--- src/hw/rtl/lfs_pkg.sv ---
`default_nettype none
package lfs_pkg;

  localparam int unsigned LVL_W     = 8;
  localparam int unsigned SUM_W     = 12;
  localparam int unsigned CNT_W     = 4;
  localparam int unsigned DIV_W     = 2 * LVL_W;
  localparam int unsigned DIV_RADIX = 2;
  localparam int unsigned DIV_CNT_W = $clog2(DIV_W / DIV_RADIX);
  localparam int unsigned ADDR_W    = 4;
  localparam int unsigned DATA_W    = 32;

  localparam logic [1:0] REG_LIGHT_CEILING = 2'd0;
  localparam logic [1:0] REG_DRIVE_MAX     = 2'd1;
  localparam logic [1:0] REG_DEAD_LEVEL    = 2'd2;
  localparam logic [1:0] REG_TURN_GAP      = 2'd3;

  localparam logic [LVL_W-1:0] RST_LIGHT_CEILING = 8'd250;
  localparam logic [LVL_W-1:0] RST_DRIVE_MAX     = 8'd255;
  localparam logic [LVL_W-1:0] RST_DEAD_LEVEL    = 8'd10;
  localparam logic [LVL_W-1:0] RST_TURN_GAP      = 8'd75;

  localparam logic [1:0] MODE_PIVOT_RIGHT = 2'd0;
  localparam logic [1:0] MODE_PIVOT_LEFT  = 2'd1;
  localparam logic [1:0] MODE_PROP        = 2'd2;
  localparam logic [1:0] MODE_STOP        = 2'd3;

  // bit 0 drives pin a, bit 1 drives pin b
  localparam logic [1:0] PINS_PIVOT_RIGHT = 2'b10;
  localparam logic [1:0] PINS_PIVOT_LEFT  = 2'b01;
  localparam logic [1:0] PINS_PROP        = 2'b00;

  typedef struct packed {
    logic [LVL_W-1:0] light_ceiling;
    logic [LVL_W-1:0] drive_max;
    logic [LVL_W-1:0] dead_level;
    logic [LVL_W-1:0] turn_gap;
  } cfg_t;

  typedef struct packed {
    logic accept;
    logic store_amb;
    logic load_mul_r;
    logic load_mul_l;
    logic div_step;
    logic store_dr;
    logic finish;
  } cmd_t;

  typedef struct packed {
    logic op;
    logic cal_full;
    logic div_last;
    logic out_free;
  } status_t;

endpackage
`default_nettype wire

--- src/hw/rtl/lfs_if.sv ---
`default_nettype none
interface lfs_in_if;
  logic                       valid;
  logic                       ready;
  logic                       op;
  logic [lfs_pkg::LVL_W-1:0]  right_level;
  logic [lfs_pkg::LVL_W-1:0]  left_level;

  modport source (output valid, output op, output right_level, output left_level,
                  input ready);
  modport sink   (input valid, input op, input right_level, input left_level,
                  output ready);
endinterface

interface lfs_out_if;
  logic                       valid;
  logic                       ready;
  logic [lfs_pkg::LVL_W-1:0]  left_drive;
  logic [lfs_pkg::LVL_W-1:0]  right_drive;
  logic [1:0]                 steer_mode;
  logic                       direction_pin_a;
  logic                       direction_pin_b;

  modport source (output valid, output left_drive, output right_drive, output steer_mode,
                  output direction_pin_a, output direction_pin_b, input ready);
  modport sink   (input valid, input left_drive, input right_drive, input steer_mode,
                  input direction_pin_a, input direction_pin_b, output ready);
endinterface
`default_nettype wire

--- src/hw/rtl/light_follow_steering_unit.sv ---
`default_nettype none
// Light-following steering. Each input transfer carries a left and right light sample;
// op 0 is a calibration sample and op 1 a drive sample. The calibration sample that
// completes a set of SAMPLES also loads both ambient levels with the set averages (a
// constant reciprocal multiply) in the next cycle and holds the input off meanwhile.
// A drive sample yields one result transfer, and the input takes no further sample until
// that result is loaded into the output register (held off while a waiting result
// stalls the output): the single 8x8 multiplier and one shared restoring divider,
// retiring two quotient bits per cycle, are run once per side. One result may sit in
// the output register while the next sample is being worked on. Registers:
// light_ceiling at 0x0, drive_max at 0x4, dead_level at 0x8, turn_gap at 0xC; write
// only while the block is idle.
module light_follow_steering_unit #(
  parameter int unsigned SAMPLES = 6
) (
  input  wire logic                        clk_i,
  input  wire logic                        rst_ni,
  lfs_in_if.sink                           in_i,
  lfs_out_if.source                        out_o,
  input  wire logic                        psel,
  input  wire logic                        penable,
  input  wire logic                        pwrite,
  input  wire logic [lfs_pkg::ADDR_W-1:0]  paddr,
  input  wire logic [lfs_pkg::DATA_W-1:0]  pwdata,
  output logic      [lfs_pkg::DATA_W-1:0]  prdata,
  output logic                             pready
);

  lfs_pkg::cfg_t    cfg;
  lfs_pkg::cmd_t    cmd;
  lfs_pkg::status_t status;
  logic             in_ready;

  lfs_cfg_regs u_cfg (
    .clk_i   (clk_i),
    .rst_ni  (rst_ni),
    .psel    (psel),
    .penable (penable),
    .pwrite  (pwrite),
    .paddr   (paddr),
    .pwdata  (pwdata),
    .prdata  (prdata),
    .pready  (pready),
    .cfg_o   (cfg)
  );

  lfs_ctrl u_ctrl (
    .clk_i      (clk_i),
    .rst_ni     (rst_ni),
    .in_valid_i (in_i.valid),
    .in_ready_o (in_ready),
    .status_i   (status),
    .cmd_o      (cmd)
  );

  lfs_datapath #(
    .SAMPLES (SAMPLES)
  ) u_dp (
    .clk_i             (clk_i),
    .rst_ni            (rst_ni),
    .cmd_i             (cmd),
    .status_o          (status),
    .cfg_i             (cfg),
    .in_op_i           (in_i.op),
    .in_right_level_i  (in_i.right_level),
    .in_left_level_i   (in_i.left_level),
    .out_ready_i       (out_o.ready),
    .out_valid_o       (out_o.valid),
    .out_left_drive_o  (out_o.left_drive),
    .out_right_drive_o (out_o.right_drive),
    .out_steer_mode_o  (out_o.steer_mode),
    .out_pin_a_o       (out_o.direction_pin_a),
    .out_pin_b_o       (out_o.direction_pin_b)
  );

  assign in_i.ready = in_ready;

endmodule
`default_nettype wire

--- src/hw/rtl/lfs_cfg_regs.sv ---
`default_nettype none
module lfs_cfg_regs (
  input  wire logic                         clk_i,
  input  wire logic                         rst_ni,
  input  wire logic                         psel,
  input  wire logic                         penable,
  input  wire logic                         pwrite,
  input  wire logic [lfs_pkg::ADDR_W-1:0]   paddr,
  input  wire logic [lfs_pkg::DATA_W-1:0]   pwdata,
  output logic      [lfs_pkg::DATA_W-1:0]   prdata,
  output logic                              pready,
  output lfs_pkg::cfg_t                     cfg_o
);

  lfs_pkg::cfg_t cfg_q, cfg_d;
  logic          wr_en;
  logic [lfs_pkg::LVL_W-1:0] rd_val;

  assign wr_en  = psel && penable && pwrite;
  assign pready = 1'b1;

  always_comb begin
    cfg_d = cfg_q;
    if (wr_en) begin
      unique case (paddr[3:2])
        lfs_pkg::REG_LIGHT_CEILING: cfg_d.light_ceiling = pwdata[lfs_pkg::LVL_W-1:0];
        lfs_pkg::REG_DRIVE_MAX:     cfg_d.drive_max     = pwdata[lfs_pkg::LVL_W-1:0];
        lfs_pkg::REG_DEAD_LEVEL:    cfg_d.dead_level    = pwdata[lfs_pkg::LVL_W-1:0];
        lfs_pkg::REG_TURN_GAP:      cfg_d.turn_gap      = pwdata[lfs_pkg::LVL_W-1:0];
        default:                    cfg_d = cfg_q;
      endcase
    end
  end

  always_comb begin
    unique case (paddr[3:2])
      lfs_pkg::REG_LIGHT_CEILING: rd_val = cfg_q.light_ceiling;
      lfs_pkg::REG_DRIVE_MAX:     rd_val = cfg_q.drive_max;
      lfs_pkg::REG_DEAD_LEVEL:    rd_val = cfg_q.dead_level;
      lfs_pkg::REG_TURN_GAP:      rd_val = cfg_q.turn_gap;
      default:                    rd_val = '0;
    endcase
  end

  assign prdata = {{(lfs_pkg::DATA_W - lfs_pkg::LVL_W){1'b0}}, rd_val};
  assign cfg_o  = cfg_q;

  always_ff @(posedge clk_i or negedge rst_ni) begin
    if (!rst_ni) begin
      cfg_q.light_ceiling <= lfs_pkg::RST_LIGHT_CEILING;
      cfg_q.drive_max     <= lfs_pkg::RST_DRIVE_MAX;
      cfg_q.dead_level    <= lfs_pkg::RST_DEAD_LEVEL;
      cfg_q.turn_gap      <= lfs_pkg::RST_TURN_GAP;
    end else begin
      cfg_q <= cfg_d;
    end
  end

endmodule
`default_nettype wire

--- src/hw/rtl/lfs_ctrl.sv ---
`default_nettype none
module lfs_ctrl (
  input  wire logic             clk_i,
  input  wire logic             rst_ni,
  input  wire logic             in_valid_i,
  output logic                  in_ready_o,
  input  wire lfs_pkg::status_t status_i,
  output lfs_pkg::cmd_t         cmd_o
);

  typedef enum logic [6:0] {
    S_IDLE   = 7'b000_0001,
    S_CAL    = 7'b000_0010,
    S_MUL_R  = 7'b000_0100,
    S_DIV_R  = 7'b000_1000,
    S_MUL_L  = 7'b001_0000,
    S_DIV_L  = 7'b010_0000,
    S_DECIDE = 7'b100_0000
  } state_e;

  state_e state_q, state_d;

  assign in_ready_o = (state_q == S_IDLE);

  always_comb begin
    state_d = state_q;
    cmd_o   = '0;
    unique case (state_q)
      S_IDLE: begin
        if (in_valid_i) begin
          cmd_o.accept = 1'b1;
          if (status_i.op) begin
            state_d = S_MUL_R;
          end else if (status_i.cal_full) begin
            state_d = S_CAL;
          end
        end
      end
      S_CAL: begin
        cmd_o.store_amb = 1'b1;
        state_d         = S_IDLE;
      end
      S_MUL_R: begin
        cmd_o.load_mul_r = 1'b1;
        state_d          = S_DIV_R;
      end
      S_DIV_R: begin
        cmd_o.div_step = 1'b1;
        if (status_i.div_last) state_d = S_MUL_L;
      end
      S_MUL_L: begin
        cmd_o.store_dr   = 1'b1;
        cmd_o.load_mul_l = 1'b1;
        state_d          = S_DIV_L;
      end
      S_DIV_L: begin
        cmd_o.div_step = 1'b1;
        if (status_i.div_last) state_d = S_DECIDE;
      end
      S_DECIDE: begin
        if (status_i.out_free) begin
          cmd_o.finish = 1'b1;
          state_d      = S_IDLE;
        end
      end
      default: state_d = S_IDLE;
    endcase
  end

  always_ff @(posedge clk_i or negedge rst_ni) begin
    if (!rst_ni) begin
      state_q <= S_IDLE;
    end else begin
      state_q <= state_d;
    end
  end

endmodule
`default_nettype wire

--- src/hw/rtl/lfs_datapath.sv ---
`default_nettype none
module lfs_datapath #(
  parameter int unsigned SAMPLES = 6
) (
  input  wire logic                        clk_i,
  input  wire logic                        rst_ni,
  input  wire lfs_pkg::cmd_t               cmd_i,
  output lfs_pkg::status_t                 status_o,
  input  wire lfs_pkg::cfg_t               cfg_i,
  input  wire logic                        in_op_i,
  input  wire logic [lfs_pkg::LVL_W-1:0]   in_right_level_i,
  input  wire logic [lfs_pkg::LVL_W-1:0]   in_left_level_i,
  input  wire logic                        out_ready_i,
  output logic                             out_valid_o,
  output logic      [lfs_pkg::LVL_W-1:0]   out_left_drive_o,
  output logic      [lfs_pkg::LVL_W-1:0]   out_right_drive_o,
  output logic      [1:0]                  out_steer_mode_o,
  output logic                             out_pin_a_o,
  output logic                             out_pin_b_o
);

  localparam int unsigned LW  = lfs_pkg::LVL_W;
  localparam int unsigned SW  = lfs_pkg::SUM_W;
  localparam int unsigned CW  = lfs_pkg::CNT_W;
  localparam int unsigned DW  = lfs_pkg::DIV_W;
  localparam int unsigned DCW = lfs_pkg::DIV_CNT_W;

  // sum / SAMPLES as sum * ceil(2^RSH / SAMPLES) >> RSH, exact for every SW-bit sum
  localparam int unsigned RSH   = SW + CW;
  localparam int unsigned RW    = RSH + 1;
  localparam int unsigned RECIP = ((1 << RSH) + SAMPLES - 1) / SAMPLES;

  function automatic logic [LW-1:0] offset_above(input logic [LW-1:0] level,
                                                 input logic [LW-1:0] amb,
                                                 input logic [LW-1:0] ceil_lvl);
    logic [LW-1:0] clamped;
    if (level <= amb) begin
      clamped = amb;
    end else if (level > ceil_lvl) begin
      clamped = ceil_lvl;
    end else begin
      clamped = level;
    end
    return clamped - amb;
  endfunction

  // calibration state
  logic [SW-1:0] sum_r_q, sum_r_d, sum_l_q, sum_l_d;
  logic [CW-1:0] cnt_q, cnt_d, cnt_inc;
  logic [LW-1:0] amb_r_q, amb_r_d, amb_l_q, amb_l_d;
  logic          cal_full;
  logic [SW+RW-1:0] avg_r_prod, avg_l_prod;

  // latched levels
  logic [LW-1:0] lvl_r_q, lvl_l_q;

  // shared divider
  logic [DW-1:0]  quo_q, quo_d;
  logic [LW-1:0]  rem_q, rem_d;
  logic [LW-1:0]  dvs_q, dvs_d;
  logic [DCW-1:0] dcnt_q, dcnt_d;

  logic [LW-1:0] mul_a, den;
  logic [DW-1:0] product;
  logic          amb_ge_r, amb_ge_l;

  // decision
  logic [LW-1:0] dr_q, dl;
  logic [LW-1:0] diff;
  logic [LW-1:0] lo, ro;
  logic [1:0]    mode;
  logic [1:0]    pin_q, pin_d;

  logic          out_valid_q;
  logic [LW-1:0] out_lo_q, out_ro_q;
  logic [1:0]    out_mode_q;

  assign cnt_inc  = cnt_q + CW'(1);
  assign cal_full = (cnt_inc >= CW'(SAMPLES));

  assign status_o.op       = in_op_i;
  assign status_o.cal_full = cal_full;
  assign status_o.div_last = (dcnt_q == '1);
  assign status_o.out_free = !out_valid_q || out_ready_i;

  assign avg_r_prod = {{RW{1'b0}}, sum_r_q} * {{SW{1'b0}}, RW'(RECIP)};
  assign avg_l_prod = {{RW{1'b0}}, sum_l_q} * {{SW{1'b0}}, RW'(RECIP)};

  always_comb begin
    sum_r_d = sum_r_q;
    sum_l_d = sum_l_q;
    cnt_d   = cnt_q;
    amb_r_d = amb_r_q;
    amb_l_d = amb_l_q;
    if (cmd_i.accept && !in_op_i) begin
      sum_r_d = sum_r_q + {{(SW - LW){1'b0}}, in_right_level_i};
      sum_l_d = sum_l_q + {{(SW - LW){1'b0}}, in_left_level_i};
      cnt_d   = cal_full ? '0 : cnt_inc;
    end
    if (cmd_i.store_amb) begin
      amb_r_d = avg_r_prod[RSH +: LW];
      amb_l_d = avg_l_prod[RSH +: LW];
      sum_r_d = '0;
      sum_l_d = '0;
    end
  end

  assign amb_ge_r = (amb_r_q >= cfg_i.light_ceiling);
  assign amb_ge_l = (amb_l_q >= cfg_i.light_ceiling);

  assign mul_a   = cmd_i.load_mul_r ? offset_above(lvl_r_q, amb_r_q, cfg_i.light_ceiling)
                                    : offset_above(lvl_l_q, amb_l_q, cfg_i.light_ceiling);
  assign den     = cmd_i.load_mul_r ? (cfg_i.light_ceiling - amb_r_q)
                                    : (cfg_i.light_ceiling - amb_l_q);
  assign product = {{LW{1'b0}}, mul_a} * {{LW{1'b0}}, cfg_i.drive_max};

  // restoring divider, two quotient bits per cycle
  always_comb begin
    logic [LW:0]   part;
    logic [DW-1:0] q;
    logic [LW-1:0] r;
    q      = quo_q;
    r      = rem_q;
    part   = '0;
    quo_d  = quo_q;
    rem_d  = rem_q;
    dvs_d  = dvs_q;
    dcnt_d = dcnt_q;
    if (cmd_i.load_mul_r || cmd_i.load_mul_l) begin
      quo_d  = product;
      rem_d  = '0;
      dvs_d  = den;
      dcnt_d = '0;
    end else if (cmd_i.div_step) begin
      for (int k = 0; k < lfs_pkg::DIV_RADIX; k++) begin
        part = {r, q[DW-1]};
        q    = {q[DW-2:0], 1'b0};
        if (part >= {1'b0, dvs_q}) begin
          part = part - {1'b0, dvs_q};
          q[0] = 1'b1;
        end
        r = part[LW-1:0];
      end
      quo_d  = q;
      rem_d  = r;
      dcnt_d = dcnt_q + DCW'(1);
    end
  end

  assign dl   = amb_ge_l ? '0 : quo_q[LW-1:0];
  assign diff = (dr_q > dl) ? (dr_q - dl) : (dl - dr_q);

  always_comb begin
    pin_d = pin_q;
    priority if (dr_q > cfg_i.dead_level && dl > cfg_i.dead_level) begin
      if (diff > cfg_i.turn_gap) begin
        if (dl < dr_q) begin
          lo    = dr_q;
          ro    = dr_q;
          mode  = lfs_pkg::MODE_PIVOT_RIGHT;
          pin_d = lfs_pkg::PINS_PIVOT_RIGHT;
        end else begin
          lo    = dl;
          ro    = dl;
          mode  = lfs_pkg::MODE_PIVOT_LEFT;
          pin_d = lfs_pkg::PINS_PIVOT_LEFT;
        end
      end else begin
        lo    = dl;
        ro    = dr_q;
        mode  = lfs_pkg::MODE_PROP;
        pin_d = lfs_pkg::PINS_PROP;
      end
    end else begin
      lo   = '0;
      ro   = '0;
      mode = lfs_pkg::MODE_STOP;
    end
  end

  always_ff @(posedge clk_i or negedge rst_ni) begin
    if (!rst_ni) begin
      sum_r_q     <= '0;
      sum_l_q     <= '0;
      cnt_q       <= '0;
      amb_r_q     <= '0;
      amb_l_q     <= '0;
      pin_q       <= '0;
      out_valid_q <= 1'b0;
    end else begin
      sum_r_q <= sum_r_d;
      sum_l_q <= sum_l_d;
      cnt_q   <= cnt_d;
      amb_r_q <= amb_r_d;
      amb_l_q <= amb_l_d;
      if (cmd_i.finish) begin
        pin_q       <= pin_d;
        out_valid_q <= 1'b1;
      end else if (out_ready_i) begin
        out_valid_q <= 1'b0;
      end
    end
  end

  always_ff @(posedge clk_i) begin
    quo_q  <= quo_d;
    rem_q  <= rem_d;
    dvs_q  <= dvs_d;
    dcnt_q <= dcnt_d;
    if (cmd_i.accept) begin
      lvl_r_q <= in_right_level_i;
      lvl_l_q <= in_left_level_i;
    end
    if (cmd_i.store_dr) dr_q <= amb_ge_r ? '0 : quo_q[LW-1:0];
    if (cmd_i.finish) begin
      out_lo_q   <= lo;
      out_ro_q   <= ro;
      out_mode_q <= mode;
    end
  end

  assign out_valid_o       = out_valid_q;
  assign out_left_drive_o  = out_lo_q;
  assign out_right_drive_o = out_ro_q;
  assign out_steer_mode_o  = out_mode_q;
  assign out_pin_a_o       = pin_q[0];
  assign out_pin_b_o       = pin_q[1];

`ifndef SYNTHESIS
  a_finish_into_free_slot: assert property (@(posedge clk_i) disable iff (!rst_ni)
    cmd_i.finish |-> (!out_valid_q || out_ready_i))
    else $error("result loaded over a pending transfer");

  a_stop_holds_pins: assert property (@(posedge clk_i) disable iff (!rst_ni)
    (cmd_i.finish && mode == lfs_pkg::MODE_STOP) |=> (pin_q == $past(pin_q)))
    else $error("direction pins changed on stop");

  a_rem_below_divisor: assert property (@(posedge clk_i) disable iff (!rst_ni)
    (cmd_i.div_step && dvs_q != '0) |-> (rem_q < dvs_q))
    else $error("divider remainder out of range");

  a_cnt_below_samples: assert property (@(posedge clk_i) disable iff (!rst_ni)
    cnt_q < CW'(SAMPLES))
    else $error("calibration count passed sample total");
`endif

endmodule
`default_nettype wire
--- src/flat_wrapper.sv ---
// flat-port wrapper written by rule: the top's interface ports become plain ports
module light_follow_steering_unit_flat 
#(
  parameter int unsigned SAMPLES = 6
)
  (clk_i, rst_ni, psel, penable, pwrite, paddr, pwdata, prdata, pready, in_i_valid, in_i_op, in_i_right_level, in_i_left_level, in_i_ready, out_o_valid, out_o_left_drive, out_o_right_drive, out_o_steer_mode, out_o_direction_pin_a, out_o_direction_pin_b, out_o_ready);
  lfs_in_if in_i_i ();
  lfs_out_if out_o_i ();
  input  wire logic clk_i;
  input  wire logic rst_ni;
  input  wire logic psel;
  input  wire logic penable;
  input  wire logic pwrite;
  input  wire logic [lfs_pkg::ADDR_W-1:0] paddr;
  input  wire logic [lfs_pkg::DATA_W-1:0] pwdata;
  output logic      [lfs_pkg::DATA_W-1:0] prdata;
  output logic pready;
  input wire logic [$bits(in_i_i.valid)-1:0] in_i_valid;
  input wire logic [$bits(in_i_i.op)-1:0] in_i_op;
  input wire logic [$bits(in_i_i.right_level)-1:0] in_i_right_level;
  input wire logic [$bits(in_i_i.left_level)-1:0] in_i_left_level;
  output wire logic [$bits(in_i_i.ready)-1:0] in_i_ready;
  output wire logic [$bits(out_o_i.valid)-1:0] out_o_valid;
  output wire logic [$bits(out_o_i.left_drive)-1:0] out_o_left_drive;
  output wire logic [$bits(out_o_i.right_drive)-1:0] out_o_right_drive;
  output wire logic [$bits(out_o_i.steer_mode)-1:0] out_o_steer_mode;
  output wire logic [$bits(out_o_i.direction_pin_a)-1:0] out_o_direction_pin_a;
  output wire logic [$bits(out_o_i.direction_pin_b)-1:0] out_o_direction_pin_b;
  input wire logic [$bits(out_o_i.ready)-1:0] out_o_ready;
  assign in_i_i.valid = in_i_valid;
  assign in_i_i.op = in_i_op;
  assign in_i_i.right_level = in_i_right_level;
  assign in_i_i.left_level = in_i_left_level;
  assign in_i_ready = in_i_i.ready;
  assign out_o_valid = out_o_i.valid;
  assign out_o_left_drive = out_o_i.left_drive;
  assign out_o_right_drive = out_o_i.right_drive;
  assign out_o_steer_mode = out_o_i.steer_mode;
  assign out_o_direction_pin_a = out_o_i.direction_pin_a;
  assign out_o_direction_pin_b = out_o_i.direction_pin_b;
  assign out_o_i.ready = out_o_ready;
  light_follow_steering_unit #(.SAMPLES(SAMPLES)) u_core (.clk_i(clk_i), .rst_ni(rst_ni), .in_i(in_i_i), .out_o(out_o_i), .psel(psel), .penable(penable), .pwrite(pwrite), .paddr(paddr), .pwdata(pwdata), .prdata(prdata), .pready(pready));
endmodule
--- config.mk ---
export PLATFORM = sky130hd
export DESIGN_NAME = light_follow_steering_unit_flat
export DESIGN_NICKNAME = d
export VERILOG_FILES = /design/src/hw/rtl/lfs_pkg.sv /design/src/hw/rtl/lfs_if.sv /design/src/hw/rtl/light_follow_steering_unit.sv /design/src/hw/rtl/lfs_cfg_regs.sv /design/src/hw/rtl/lfs_ctrl.sv /design/src/hw/rtl/lfs_datapath.sv /design/src/flat_wrapper.sv
export SDC_FILE = /design/constraint.sdc
export NUM_CORES = 1
export LEC_CHECK = 0
export ABC_AREA = 1
export BUFFER_PORTS_ARGS = -buffer_cell sky130_fd_sc_hd__buf_2
export CAP_MARGIN = 20
export CORE_MARGIN = 2
export CORE_UTILIZATION = 55
export CTS_BUF_LIST = sky130_fd_sc_hd__clkbuf_16
export DETAILED_ROUTE_END_ITERATION = 10
export PLACE_DENSITY_LB_ADDON = 0.15
export SLEW_MARGIN = 15
export SYNTH_ARGS = -nofsm -noshare
export SYNTH_HDL_FRONTEND = slang
export SYNTH_SLANG_ARGS = --single-unit
--- constraint.sdc ---
create_clock -name clk_i -period 6.8 [get_ports clk_i]
set_input_delay 1.36 -clock clk_i [delete_from_list [all_inputs] [get_ports clk_i]]
set_output_delay 1.36 -clock clk_i [all_outputs]
set_load 0.01 [all_outputs]
Yosys cells after proc, flatten, opt, wreduce, memory -nomap -nowiden --
Cells that the tools add are included.
Word-level totals: flip-flop bits (word level) 163, output and inout bits 55, word-level logic and storage cells 134
Operators by class: $add $sub $neg 12, multipliers 3, $lt $le $gt $ge 14, equality and inequality tests 16, multiplexer cells 46, reduce and logical (&&, ||, !) cells 20
Operators by type and width (count):
- 2-to-1 mux 8 bit | 15
- subtractor 8 bit | 8
- greater-than comparator 8 bit | 6
- multiplier 12 x 14 -> 24 bit (second input constant) | 2
- 2-to-1 mux 12 bit | 4
- 2-to-1 mux 7 bit | 6
- one-hot mux 7 bit (6 select lines) | 1
- 2-to-1 mux 16 bit | 2
- one-hot mux 8 bit (4 select lines) | 1
- adder 12 x 8 -> 12 bit | 2
- >= comparator 9 x 8 -> 1 bit | 2
- >= comparator 8 bit | 2
- <= comparator 8 bit | 2
- multiplier 8 x 8 -> 16 bit | 1
- 2-to-1 mux 1 bit | 14
- AND reduction 2 bit | 6
- < comparator 8 bit | 1
- equality test 7 x 1 -> 1 bit (second input constant) | 1
- equality test 7 x 2 -> 1 bit (second input constant) | 1
- equality test 7 x 3 -> 1 bit (second input constant) | 1
- equality test 7 x 4 -> 1 bit (second input constant) | 1
- equality test 7 x 5 -> 1 bit (second input constant) | 1
- equality test 7 x 6 -> 1 bit (second input constant) | 1
- equality test 7 bit (second input constant) | 1
- 18 further kinds | 29

Logic depth before layout (Yosys ltp) --
Gate-level depths: netlist of run 1.
depth after elaboration 9, depth in mapped cells 44, gate-level depth less buffers 44

Modules after synthesis --
From an unflattened synthesis of run 1, not the netlist that was laid out.
Second synthesis, totals: cell total of the unflattened synthesis 2479, area, all modules 19630.1 µm²
By module, submodules not included:
- lfs_datapath | times used 1, cells each 2181, area an instance 17311.6 µm²
- lfs_cfg_regs | times used 1, cells each 221, area an instance 1793.0 µm²
- lfs_ctrl | times used 1, cells each 77, area an instance 525.5 µm²

Least setup slack after synthesis of run 1 --
No wires, ideal clock.
path kind flip-flop to flip-flop, from reg u_core.u_dp.amb_l_q[1], to reg u_core.u_dp.quo_q[13], data pin, library setup time 0.253 ns, arrival 6.582 ns, slack -0.035 ns, cell stages (with the launch flop) 41, buffers on the path 1, cells stage by stage dfrtp_1 inv_1 ha_1 a21oi_1 o21ai_0 nand2_1 a31oi_1 clkbuf_1 o21ai_0 a21oi_1 nor2_1 ha_1 nand2_1 o21ai_0 nand2_1 nand2_1 a21oi_1 nor2_1 (+5 left out) fa_1 inv_1 fa_1 inv_1 fa_1 inv_1 fa_1 inv_1 ha_1 nand2_1 nand2_1 a21oi_1 o21ai_0 nand3_1 nand2_1 nand2_1 nand3_1 nand2_1
Between the ends: word-level cells in the longest chain between the ends 6
RTL lines:
- from (decl) | line lfs_datapath.sv:50 | logic [LW-1:0] amb_r_q, amb_r_d, amb_l_q, amb_l_d;
- from (signal assigned) | line lfs_datapath.sv:195 | amb_l_q <= amb_l_d;
- <= comparator 8 bit | line lfs_datapath.sv:37 | if (level <= amb) begin
- 2-to-1 mux 8 bit | line lfs_datapath.sv:37
- subtractor 8 bit (*) | line lfs_datapath.sv:44 | return clamped - amb;
- 2-to-1 mux 8 bit (*) | line lfs_datapath.sv:111 | assign mul_a = cmd_i.load_mul_r ? offset_above(lvl_r_q, amb_r_q, cfg_i.light_ceiling)
- multiplier 8 x 8 -> 16 bit (*) | line lfs_datapath.sv:115 | assign product = {{LW{1'b0}}, mul_a} * {{LW{1'b0}}, cfg_i.drive_max};
- 2-to-1 mux 16 bit (*) | line lfs_datapath.sv:129 | if (cmd_i.load_mul_r || cmd_i.load_mul_l) begin
- net u_core.u_dp.quo_d[13] | line lfs_datapath.sv:58 | logic [DW-1:0] quo_q, quo_d;
- to (signal assigned) | line lfs_datapath.sv:206 | quo_q <= quo_d;
- to (decl) | line lfs_datapath.sv:58
The timed path passes the listed nets; every way through them passes the cells marked *. A chain may end at the register's enable or synchronous reset.

Worst setup path in the final report of run 1 --
from reg u_core.u_cfg.cfg_q (netlist bit u_core.u_cfg.cfg_o[25]), to reg u_core.u_dp.quo_q[11], data pin
Between the ends: word-level cells in the longest chain between the ends 7, elaborated cells between the ends (all ways) 11, those cells by class 2 x add/sub; 1 x mul; 2 x order compare; 6 x mux
RTL lines:
- from (decl) | line lfs_cfg_regs.sv:15 | lfs_pkg::cfg_t cfg_q, cfg_d;
- from (signal assigned) | line lfs_cfg_regs.sv:55 | cfg_q <= cfg_d;
- greater-than comparator 8 bit | line lfs_datapath.sv:39 | end else if (level > ceil_lvl) begin
- 2-to-1 mux 8 bit | line lfs_datapath.sv:39
- 2-to-1 mux 8 bit | line lfs_datapath.sv:37
- subtractor 8 bit | line lfs_datapath.sv:44
- 2-to-1 mux 8 bit (*) | line lfs_datapath.sv:111
- multiplier 8 x 8 -> 16 bit (*) | line lfs_datapath.sv:115
- 2-to-1 mux 16 bit (*) | line lfs_datapath.sv:129
- net u_core.u_dp.quo_d[11] | line lfs_datapath.sv:58
Marks and branches as above.

==> results_dict.tcl, run 1 <==
set metrics [dict create \
    pre_cts_ws_ns -0.160 \
    dieArea_um2 36200 \
    fmax_mhz 150 \
    worstSetupPathType "reg -> reg" \
    slew_headroom_pct 31.8 \
    antenna_left 0 \
    port-buffer-count 63 \
    diodes 0 \
    crit_path_end_kind "flip-flop" \
    die_h_um 190 \
    synth.top_cell.area_share_pct 20.1 \
    period_share_pct 98.1 \
    yosysMostFrequentCell "nand2_1" \
    cts_buffers 17 \
    antenna_found_initial 0 \
    hpwl_um 38300 \
    vias 16100 \
    hp-class "reg -> reg" \
    synth_top_flop_cell "edfxtp_1" \
    grt_pass1_wl_um 77200 \
    synth_commonest_cells "448 x nand2_1, 447 x inv_1, 306 x ha_1" \
    synth.yosys.seq_area_share_pct 22.9 \
    slew_violations 0 \
    vias_per_cell 5.35 \
    reg2reg_depth 38 \
    r2r_slack_ns 0.13 \
    drt_iter0_drc 974 \
    crit_fanout 8 \
    routabilityCongestion 0.929 \
    final_core_utilization_pct 62.4 \
    synth_edf_count 66 \
    ys_ff_latch 163 \
    status "finished clean" \
    ioPinCount 115 \
    critPathLaunch "u_core.u_cfg.cfg_o[25]$_DFFE_PN1P_" \
    wl_per_cell_um 15.5 \
    ys.warnings.count 0 \
    yosysTopAreaCell "ha_1" \
    cp_data_arrival_time_ns 6.88 \
    clkTransAtPathRegs_ns 0.09 \
    netlist_top_cells_area "ha_1 20%, fa_1 13%, edfxtp_1 10%" \
    critPathSlowestCell "dfstp_2" \
    worst_pin_slew_ns 1.02 \
    r2r-start "u_core.u_cfg.cfg_o[25]$_DFFE_PN1P_" \
    worst_path_largest_cell_delay_ns 0.57 \
    drc 0 \
    syn_inst 2391 \
    ys_types 63 \
    finalNetCount 3034 \
    ctsHtreeMaxLevel 4 \
    gr-usage-all-layers_pct 26.7 \
    worst_slack_ns 0.126 \
    synthArstFlopShare_pct 52.8 \
    worst_skew_pair.late_latency_ns 0.47 \
    drt_wl_total_um 46700 \
    cts_buffer_depth 2 \
    fp.coreArea_um2 34400 \
    hold_viol 0 \
    rsz0062_at_grt "true" \
    min_period_ns 6.67 \
    ctsHoldBuffers 0 \
    critPathLaunchType "flip-flop" \
    cts.sinks 163 \
    grt_overflow 0 \
    die_x_um 190 \
    skew_ns 0.0197 \
    syn_avg_cell_area_um2 7.98 \
    holdCritStartpoint "u_core.u_dp.rem_q[7]$_SDFFE_PN0P_" \
    cpMostUsedCell "nand2_1" \
    grt_pass1_vias 15900 \
    drive_above_1_share_pct 13.2 \
    num_rows 68 \
    cts_root_buffer "clkbuf_16" \
    firstDrtPassIters 5 \
    r2r-end "u_core.u_dp.quo_q[11]$_DFFE_PP_" \
    crit_required_ns 7.01 \
    critical_path.endpoint "u_core.u_dp.quo_q[11]$_DFFE_PP_" \
    syn2layout_area_growth_pct 12.4 \
    setup_violations 0 \
    cts_tree "built" \
    whs_ns 0.456 \
    start_util_pct 55.5 \
    grt_max_degree 50 \
    drv_cap 0 \
    synth_area_um2 19100 \
]
[final cells by class]
class / count / area, µm²
Multi-Input combinational cell: 1743 / 13100
Fill cell: 3106 / 12900
Sequential cell: 163 / 4380
Inverter: 456 / 1720
Timing Repair Buffer: 159 / 1050
Tap cell: 455 / 569
Clock buffer: 17 / 425
Clock inverter: 15 / 225
[registers in the layout (all words and copies together), names as in the netlist, 12 cells and up]
name and cells:
u_core.u_dp.sum_r_q 12, u_core.u_dp.quo_q 16, u_core.u_cfg.cfg_o 32, u_core.u_dp.sum_l_q 12
[critical path, delay by kind of cell (launching register included)]
kind / cells / cell delay, ns
fa+ha+maj: 7 / 2.90
simple gates: 16 / 1.31
buf+inv: 9 / 0.91
compound gates: 5 / 0.58
flops: 1 / 0.57
xor+xnor: 1 / 0.13
[stage by stage]
| step | TNS [ns] | area (µm²) | instances |
|---|---|---|---|
| floorplan | 0 | 19200 | 2414 |
| global placement | -0.0405 | 20400 | 2967 |
| detailed placement | -0.483 | 20400 | 2967 |
| CTS | 0 | 21100 | 2999 |
| global route | -1.07 | 21500 | 3008 |
| finish | 0 | 21500 | 3008 |
[timing repair]
action                     CTS  global route
setup buffers                0             9
setup endpoints to repair    6             8
gates resized for setup     11            90
gates cloned                 0             0
pin swaps                    5            46
[cells in the final DEF, fill, tap and decap left out, types with 9 or more instances in the layout]
cell / Yosys / layout
a21oi_2: 2 / 12
dfstp_2: 21 / 21
o21ai_2: 4 / 10
or2_2: 12 / 10
fa_1: 128 / 125
inv_1: 447 / 434
o21ai_1: 14 / 23
ha_4: 0 / 9
dfxtp_1: 11 / 11
nor2_2: 5 / 11
ha_1: 306 / 296
clkbuf_16: 0 / 17
conb_1: 2 / 25
xnor2_1: 15 / 15
inv_2: 6 / 18
buf_4: 27 / 94
nand3_1: 91 / 87
nand4_1: 23 / 23
nor3_1: 18 / 18
nand2_1: 448 / 434
xor2_1: 37 / 37
o211ai_1: 10 / 10
nand2_2: 7 / 18
buf_2: 9 / 62
o21ai_0: 168 / 153
edfxtp_1: 66 / 66
a21oi_1: 156 / 144
dfrtp_1: 65 / 65
nor2_1: 178 / 170
[how the worst min path moves through the flow]
stage / end / cells past startpoint
final: u_core.u_dp.rem_q[7]$_SDFFE_PN0P_ / 2
after global routing: u_core.u_dp.rem_q[7]$_SDFFE_PN0P_ / 2
after CTS: u_core.u_dp.rem_q[7]$_SDFFE_PN0P_ / 2
after detailed placement: u_core.u_dp.rem_q[7]$_SDFFE_PN0P_ / 2
after global placement: u_core.u_dp.rem_q[7]$_SDFFE_PN0P_ / 2
after floorplan: u_core.u_dp.rem_q[7]$_SDFFE_PN0P_ / 2
[metal layers]
metal | vias to the layer above | track usage (%) | routed length [µm]
li1 | 8062 | - | -
met1 | 7605 | 35.3 | 21400
met2 | 329 | 45.7 | 22600
met3 | 85 | 2.96 | 1420
met4 | 0 | 8.94 | 1360
met5 | - | 0 | 0
[logic make-up after synthesis]
| family | after synthesis | share of synthesized area (%) |
|---|---|---|
| multiplexers | 6 | 0.341 |
| AO/OA/AOI/OAI | 422 | 12.4 |
| flip-flops | 163 | 22.9 |
| AND/OR/NAND/NOR | 804 | 17.7 |
| XOR/XNOR | 52 | 2.39 |
| buffers and inverters | 508 | 10.8 |
| adder cells (fa/ha/maj) | 434 | 33.5 |
| other | 2 | 0.0393 |
Power of run 1 is not shown: default switching activity piles up to over one toggle a cycle in this logic, so the estimate is an artifact.
==> run 2, diff against run 1 <==
--- a/config.mk
+++ b/config.mk
@@ -16,4 +16,5 @@
 export SLEW_MARGIN = 15
 export SYNTH_ARGS = -nofsm -noshare
 export SYNTH_HDL_FRONTEND = slang
+export SYNTH_HIERARCHICAL = 1
 export SYNTH_SLANG_ARGS = --single-unit
==> run 2 against run 1 <==
  * First-iteration DRC count decreased by 6.3%
  * Wire length increased by 3.5%
  * Fmax fell by 0.20%
  * Final cell count up 3.5%
==> results_dict.tcl, run 2 <==
set metrics [dict create \
    fill_cells 3108 \
    r2r_slack_ns 0.11 \
    grt_overflow 0 \
    drv_cap 0 \
    crit_fanout 6 \
    hp-class "reg -> reg" \
    cts.sinks 163 \
    die_h_um 193 \
    place_area_um2 21000 \
    firstDrtPassIters 5 \
    antenna_left 0 \
    pre_cts_ws_ns -0.304 \
    grt_max_degree 63 \
    start_util_pct 55.5 \
    skew_ns 0.0155 \
    drt_wl_total_um 48300 \
    worst_path_largest_cell_delay_ns 0.58 \
    fin_area_um2 22000 \
    setup-tns-final_ns 0 \
    fmax_mhz 150 \
    ctsHtreeMaxLevel 4 \
    slew_headroom_pct 35.0 \
    min_period_ns 6.69 \
    worst_pin_slew_ns 0.972 \
    hold_viol 0 \
    drc 0 \
    drt_iter0_drc 913 \
    routabilityCongestion 0.891 \
    slew_violations 0 \
    crit_required_ns 7.01 \
    wl_per_cell_um 15.5 \
    synth_area_um2 19600 \
    grt_pass1_vias 16100 \
    ys_ff_latch 163 \
    largest_reg_flops 32 \
    synth.yosys.seq_area_share_pct 22.3 \
    syn_avg_cell_area_um2 7.92 \
    critPathSlowestCell "fa_1" \
    yosysMostFrequentCell "nand2_1" \
    antenna_found_initial 0 \
    drive_above_1_share_pct 14.2 \
    die_x_um 193 \
    clkTransAtPathRegs_ns 0.08 \
    whs_ns 0.475 \
    period_share_pct 98.3 \
    vias_per_cell 5.33 \
    cts_buffers 17 \
    worstSetupPathType "reg -> reg" \
    gr-usage-all-layers_pct 27.0 \
    ys_types 71 \
    synth_top_flop_cell "edfxtp_1" \
    ys.warnings.count 6 \
    cts_root_buffer "clkbuf_16" \
    layout_common_cells "500 x nand2_1, 451 x inv_1, 295 x ha_1" \
    hpwl_um 40000 \
    setup_violations 0 \
    syn2layout_area_growth_pct 11.9 \
    ioPinCount 115 \
    crit_path_end_kind "flip-flop" \
    layout.cells.most_common "nand2_1" \
    cts_buffer_depth 2 \
    synth.top_cell.area_share_pct 19.5 \
    fp.coreArea_um2 35400 \
    cpMostUsedCell "nand2_1" \
    grt_pass1_wl_um 79600 \
    status "finished clean" \
    worst_skew_pair.late_latency_ns 0.45 \
    synth_commonest_cells "512 x nand2_1, 463 x inv_1, 306 x ha_1" \
    port-buffer-count 63 \
    synth_edf_count 66 \
    cts_tree "built" \
    dieArea_um2 37200 \
    finalNetCount 3133 \
    worst_slack_ns 0.113 \
    syn_inst 2479 \
    cp_data_arrival_time_ns 6.90 \
    netlist_top_cells_area "ha_1 20%, fa_1 13%, edfxtp_1 10%" \
    vias 16600 \
    rsz0062_at_grt "true" \
    critPathLaunchType "flip-flop" \
    ctsHoldBuffers 0 \
    synthArstFlopShare_pct 52.8 \
    yosysTopAreaCell "ha_1" \
    num_rows 69 \
]
## run 2: cell count changes after synthesis, moves of 7 or more
cell       delta
nand2_1      +64
nand3_1      +41
inv_1        +16
xor2_1       -13
nor2_1       -12
nand2_4       +7
nor2_4        +7
nand2_2      +15
a31oi_1       +8
o21ai_0      -50
o2111ai_1     -7
a21oi_1      -20
## run 2: cell families (layout without fill, tap and decap cells)
group | count (synthesis) | in the layout | synth area share, %
flops | 163 | 163 | 22.3
fa+ha+maj | 434 | 434 | 32.6
simple gates | 931 | 931 | 20.7
buf+inv | 529 | 679 | 10.9
compound gates | 369 | 369 | 11.1
mux | 6 | 6 | 0.344
other cells | 2 | 26 | 0.0383
xor+xnor | 45 | 45 | 2.01
## run 2: routing by layer
layer / global-route usage [%] / part of all wire (%)
met1: 35.8 / 46
met2: 46.0 / 48
met3: 3.24 / 3.9
met4: 8.39 / 2.2
met5: 0 / 0
## run 2: path summary, 6_finish.rpt
check / from / depth (start not counted) / to
setup / recovery: u_core/u_dp/lvl_l_q[5]$_DFFE_PP_ / 37 / u_core/u_dp/quo_q[14]$_DFFE_PP_
hold / removal: u_core/u_cfg/cfg_o[16]$_DFFE_PN1P_ / 2 / u_core/u_cfg/cfg_o[16]$_DFFE_PN1P_
setup reg to reg: u_core/u_dp/lvl_l_q[5]$_DFFE_PP_ / 37 / u_core/u_dp/quo_q[14]$_DFFE_PP_
hold reg to reg: u_core/u_cfg/cfg_o[16]$_DFFE_PN1P_ / 2 / u_core/u_cfg/cfg_o[16]$_DFFE_PN1P_
max in group asynchronous: rst_ni / 2 / u_core/u_cfg/cfg_o[8]$_DFFE_PN0P_
min in group asynchronous: rst_ni / 1 / u_core/u_dp/sum_l_q[0]$_DFFE_PN0P_
## run 2: per-stage QoR
stage               cells  utilization [%]
finish               3114             62.1
global route         3113             62.0
CTS                  3104             61.3
detailed placement   3071             59.3
global placement     3071             59.3
floorplan            2502                -
## run 2: what timing repair did
item / in CTS / in global routing
setup endpoints to repair: 7 / 9
buffers inserted: 1 / 9
hold endpoints to repair: 0 / 0
pin swaps: 9 / 48
resized for setup: 22 / 58
## run 2: final cells by class
class,instances,area (µm²),share of cell area [%]
multi-input cells,1810,13500,61.3
diodes,1,2.50,0.0114
flip-flops and latches,163,4380,19.9
repair buffers,170,1140,5.17
clock inverters,14,160,0.729
inverters,477,1790,8.16
well taps,461,577,2.63
clock buffers,18,450,2.05
## run 2: critical path, delay by kind of cell, from the launching register on
kind,cells,cell delay (ns)
xor+xnor,1,0.14
simple gates,14,1.32
compound gates,8,0.86
buf+inv,6,0.48
fa+ha+maj,8,3.11
flops,1,0.51
Power of run 2 is left out for the same reason.
==> run 3, diff against run 2 <==
--- a/config.mk
+++ b/config.mk
@@ -6,12 +6,12 @@
 export NUM_CORES = 1
 export LEC_CHECK = 0
 export ABC_AREA = 1
-export BUFFER_PORTS_ARGS = -buffer_cell sky130_fd_sc_hd__buf_2
 export CAP_MARGIN = 20
 export CORE_MARGIN = 2
 export CORE_UTILIZATION = 55
 export CTS_BUF_LIST = sky130_fd_sc_hd__clkbuf_16
 export DETAILED_ROUTE_END_ITERATION = 10
+export DONT_BUFFER_PORTS = 1
 export PLACE_DENSITY_LB_ADDON = 0.15
 export SLEW_MARGIN = 15
 export SYNTH_ARGS = -nofsm -noshare
==> run 3 against run 2 <==
  * Register-to-register slack worse by 0.03 ns
  * Hold slack gained 0.00090 ns
  * Non-clock buffer count shrank 59
  * Wire length increased by 1.0%
  * Fmax fell by 0.45%
  * Cell area is 1.3% lower
  * Die area unchanged
  * Global-route usage up 0.10 points
  * Core utilization is 0.81 points lower
  * Final cell count is 1.9% lower
==> results_dict.tcl, run 3 (synthesis results as in run 2) <==
set metrics [dict create \
    syn2layout_area_growth_pct 10.4 \
    slew_headroom_pct 38.2 \
    slew_violations 0 \
    reg2reg_depth 35 \
    r2r-end "u_core/u_dp/quo_q[13]$_DFFE_PP_" \
    diodes 0 \
    routabilityCongestion 0.922 \
    worst_path_largest_cell_delay_ns 0.58 \
    hpwl_um 39900 \
    period_share_pct 98.8 \
    largest_reg_flops 32 \
    cts_buffer_depth 2 \
    worst_slack_ns 0.0825 \
    final_cells 3054 \
    antenna_found_initial 0 \
    holdCritStartpoint "u_core/u_cfg/cfg_o[9]$_DFFE_PN1P_" \
    top_layer "met4" \
    port-buffer-count 0 \
    r2r-start "u_core/u_cfg/cfg_o[31]$_DFFE_PN1P_" \
    crit_buf_inv 6 \
    rsz0062_at_grt "true" \
    worst_skew_pair.late_latency_ns 0.45 \
    hold_viol 0 \
    ctsHtreeMaxLevel 4 \
    cpMostUsedCell "nand2_1" \
    critPathLaunchType "flip-flop" \
    grt_max_degree 87 \
    cts_buffers 17 \
    skew_ns 0.0132 \
    worst_pin_slew_ns 0.924 \
    setup-tns-final_ns 0 \
    ctsHoldBuffers 0 \
    firstDrtPassIters 6 \
    crit_fanout 6 \
    seqCellArea_um2 4380 \
    ioPinCount 115 \
    antenna_left 0 \
    wl_met3_um 2300 \
    cts_root_buffer "clkbuf_16" \
    hp-class "reg -> reg" \
    worstSetupPathType "reg -> reg" \
    drv_cap 0 \
    m1WireLength_um 21900 \
    crit_path_end_kind "flip-flop" \
    status "finished clean" \
    fp.coreArea_um2 35400 \
    pre_cts_ws_ns -0.249 \
    fill_cells 3138 \
    layout_common_cells "498 x nand2_1, 450 x inv_1, 294 x ha_1" \
    cp_data_arrival_time_ns 6.92 \
    die_h_um 193 \
    gr-usage-all-layers_pct 27.1 \
    clkTransAtPathRegs_ns 0.07 \
    dieArea_um2 37200 \
    place_area_um2 20700 \
    fmax_mhz 149 \
    finalNetCount 3074 \
    r2r_slack_ns 0.08 \
    num_rows 69 \
    critPathSlowestCell "fa_1" \
    fin_area_um2 21700 \
    wl_per_cell_um 16.0 \
    grt_pass1_vias 16300 \
    grt_pass1_wl_um 79900 \
    vias_per_cell 5.39 \
    start_util_pct 55.5 \
    holdPathStages 2 \
    min_period_ns 6.72 \
    cts_tree "built" \
    met2_length_um 23200 \
    crit_required_ns 7.00 \
    drt_wl_total_um 48800 \
    drt_iter0_drc 941 \
    grt_overflow 0 \
    place_inst 3010 \
    crit_family "adder cells" \
    die_x_um 193 \
    vias 16500 \
    layout.cells.most_common "nand2_1" \
    whs_endpoint "u_core/u_cfg/cfg_o[9]$_DFFE_PN1P_" \
    drive_above_1_share_pct 12.3 \
    drc 0 \
    setup_violations 0 \
    cts.sinks 163 \
    multi_input_area_um2 13500 \
]
run 3: how the worst max path moves through the flow:
stage	startpoint	to	slack, ns	cells after the start
detailed placement	u_core/u_cfg/cfg_o[25]$_DFFE_PN1P_	u_core/u_dp/quo_q[14]$_DFFE_PP_	-0.25	40
global route	u_core/u_cfg/cfg_o[29]$_DFFE_PN1P_	u_core/u_dp/quo_q[11]$_DFFE_PP_	-0.24	40
CTS	u_core/u_cfg/cfg_o[27]$_DFFE_PN1P_	u_core/u_dp/quo_q[14]$_DFFE_PP_	0.002	42
floorplan	u_core/u_dp/amb_r_q[1]$_DFFE_PN0P_	u_core/u_dp/quo_q[14]$_DFFE_PP_	0.07	39
global placement	u_core/u_cfg/cfg_o[30]$_DFFE_PN1P_	u_core/u_dp/quo_q[14]$_DFFE_PP_	-0.17	37
finish	u_core/u_cfg/cfg_o[31]$_DFFE_PN1P_	u_core/u_dp/quo_q[13]$_DFFE_PP_	0.08	35
run 3: final cells by class:
class / instances / share of cell area [%]
Tap cell: 461 / 2.66
Inverter: 477 / 8.31
Multi-Input combinational cell: 1810 / 62.2
Clock inverter: 14 / 0.635
Clock buffer: 18 / 2.08
Sequential cell: 163 / 20.2
Timing Repair Buffer: 111 / 3.91
run 3: timing repair:
item / 4_1_cts / 5_1_grt
endpoints found under the setup margin: 7 / 8
pin swaps: 9 / 37
resized for setup: 25 / 62
setup buffers: 1 / 11
hold endpoints to repair: 0 / 0
run 3: through the flow:
stage / hold WS, ns / util, %
2_1_floorplan: 0.444 / -
3_3_place_gp: 0.462 / 58.5
3_5_place_dp: 0.467 / 58.5
4_1_cts: 0.479 / 60.4
5_1_grt: 0.491 / 61.2
6_report: 0.475 / 61.2
run 3: worst register-to-register path, delay by kind of cell, from the launching register on:
kind	cells	cell delay [ns]
flip-flops	1	0.54
adder cells (fa/ha/maj)	7	2.92
AO/OA/AOI/OAI	6	0.92
buffers and inverters	6	0.57
AND/OR/NAND/NOR	16	1.52
run 3: metal layers:
layer  global-route usage [%]  up-vias
met5                        0        -
met4                     8.68        0
met3                     4.15       92
met2                     46.4      369
met1                     35.1     7789
li1                         -     8212
Power of run 3 is left out for the same reason.
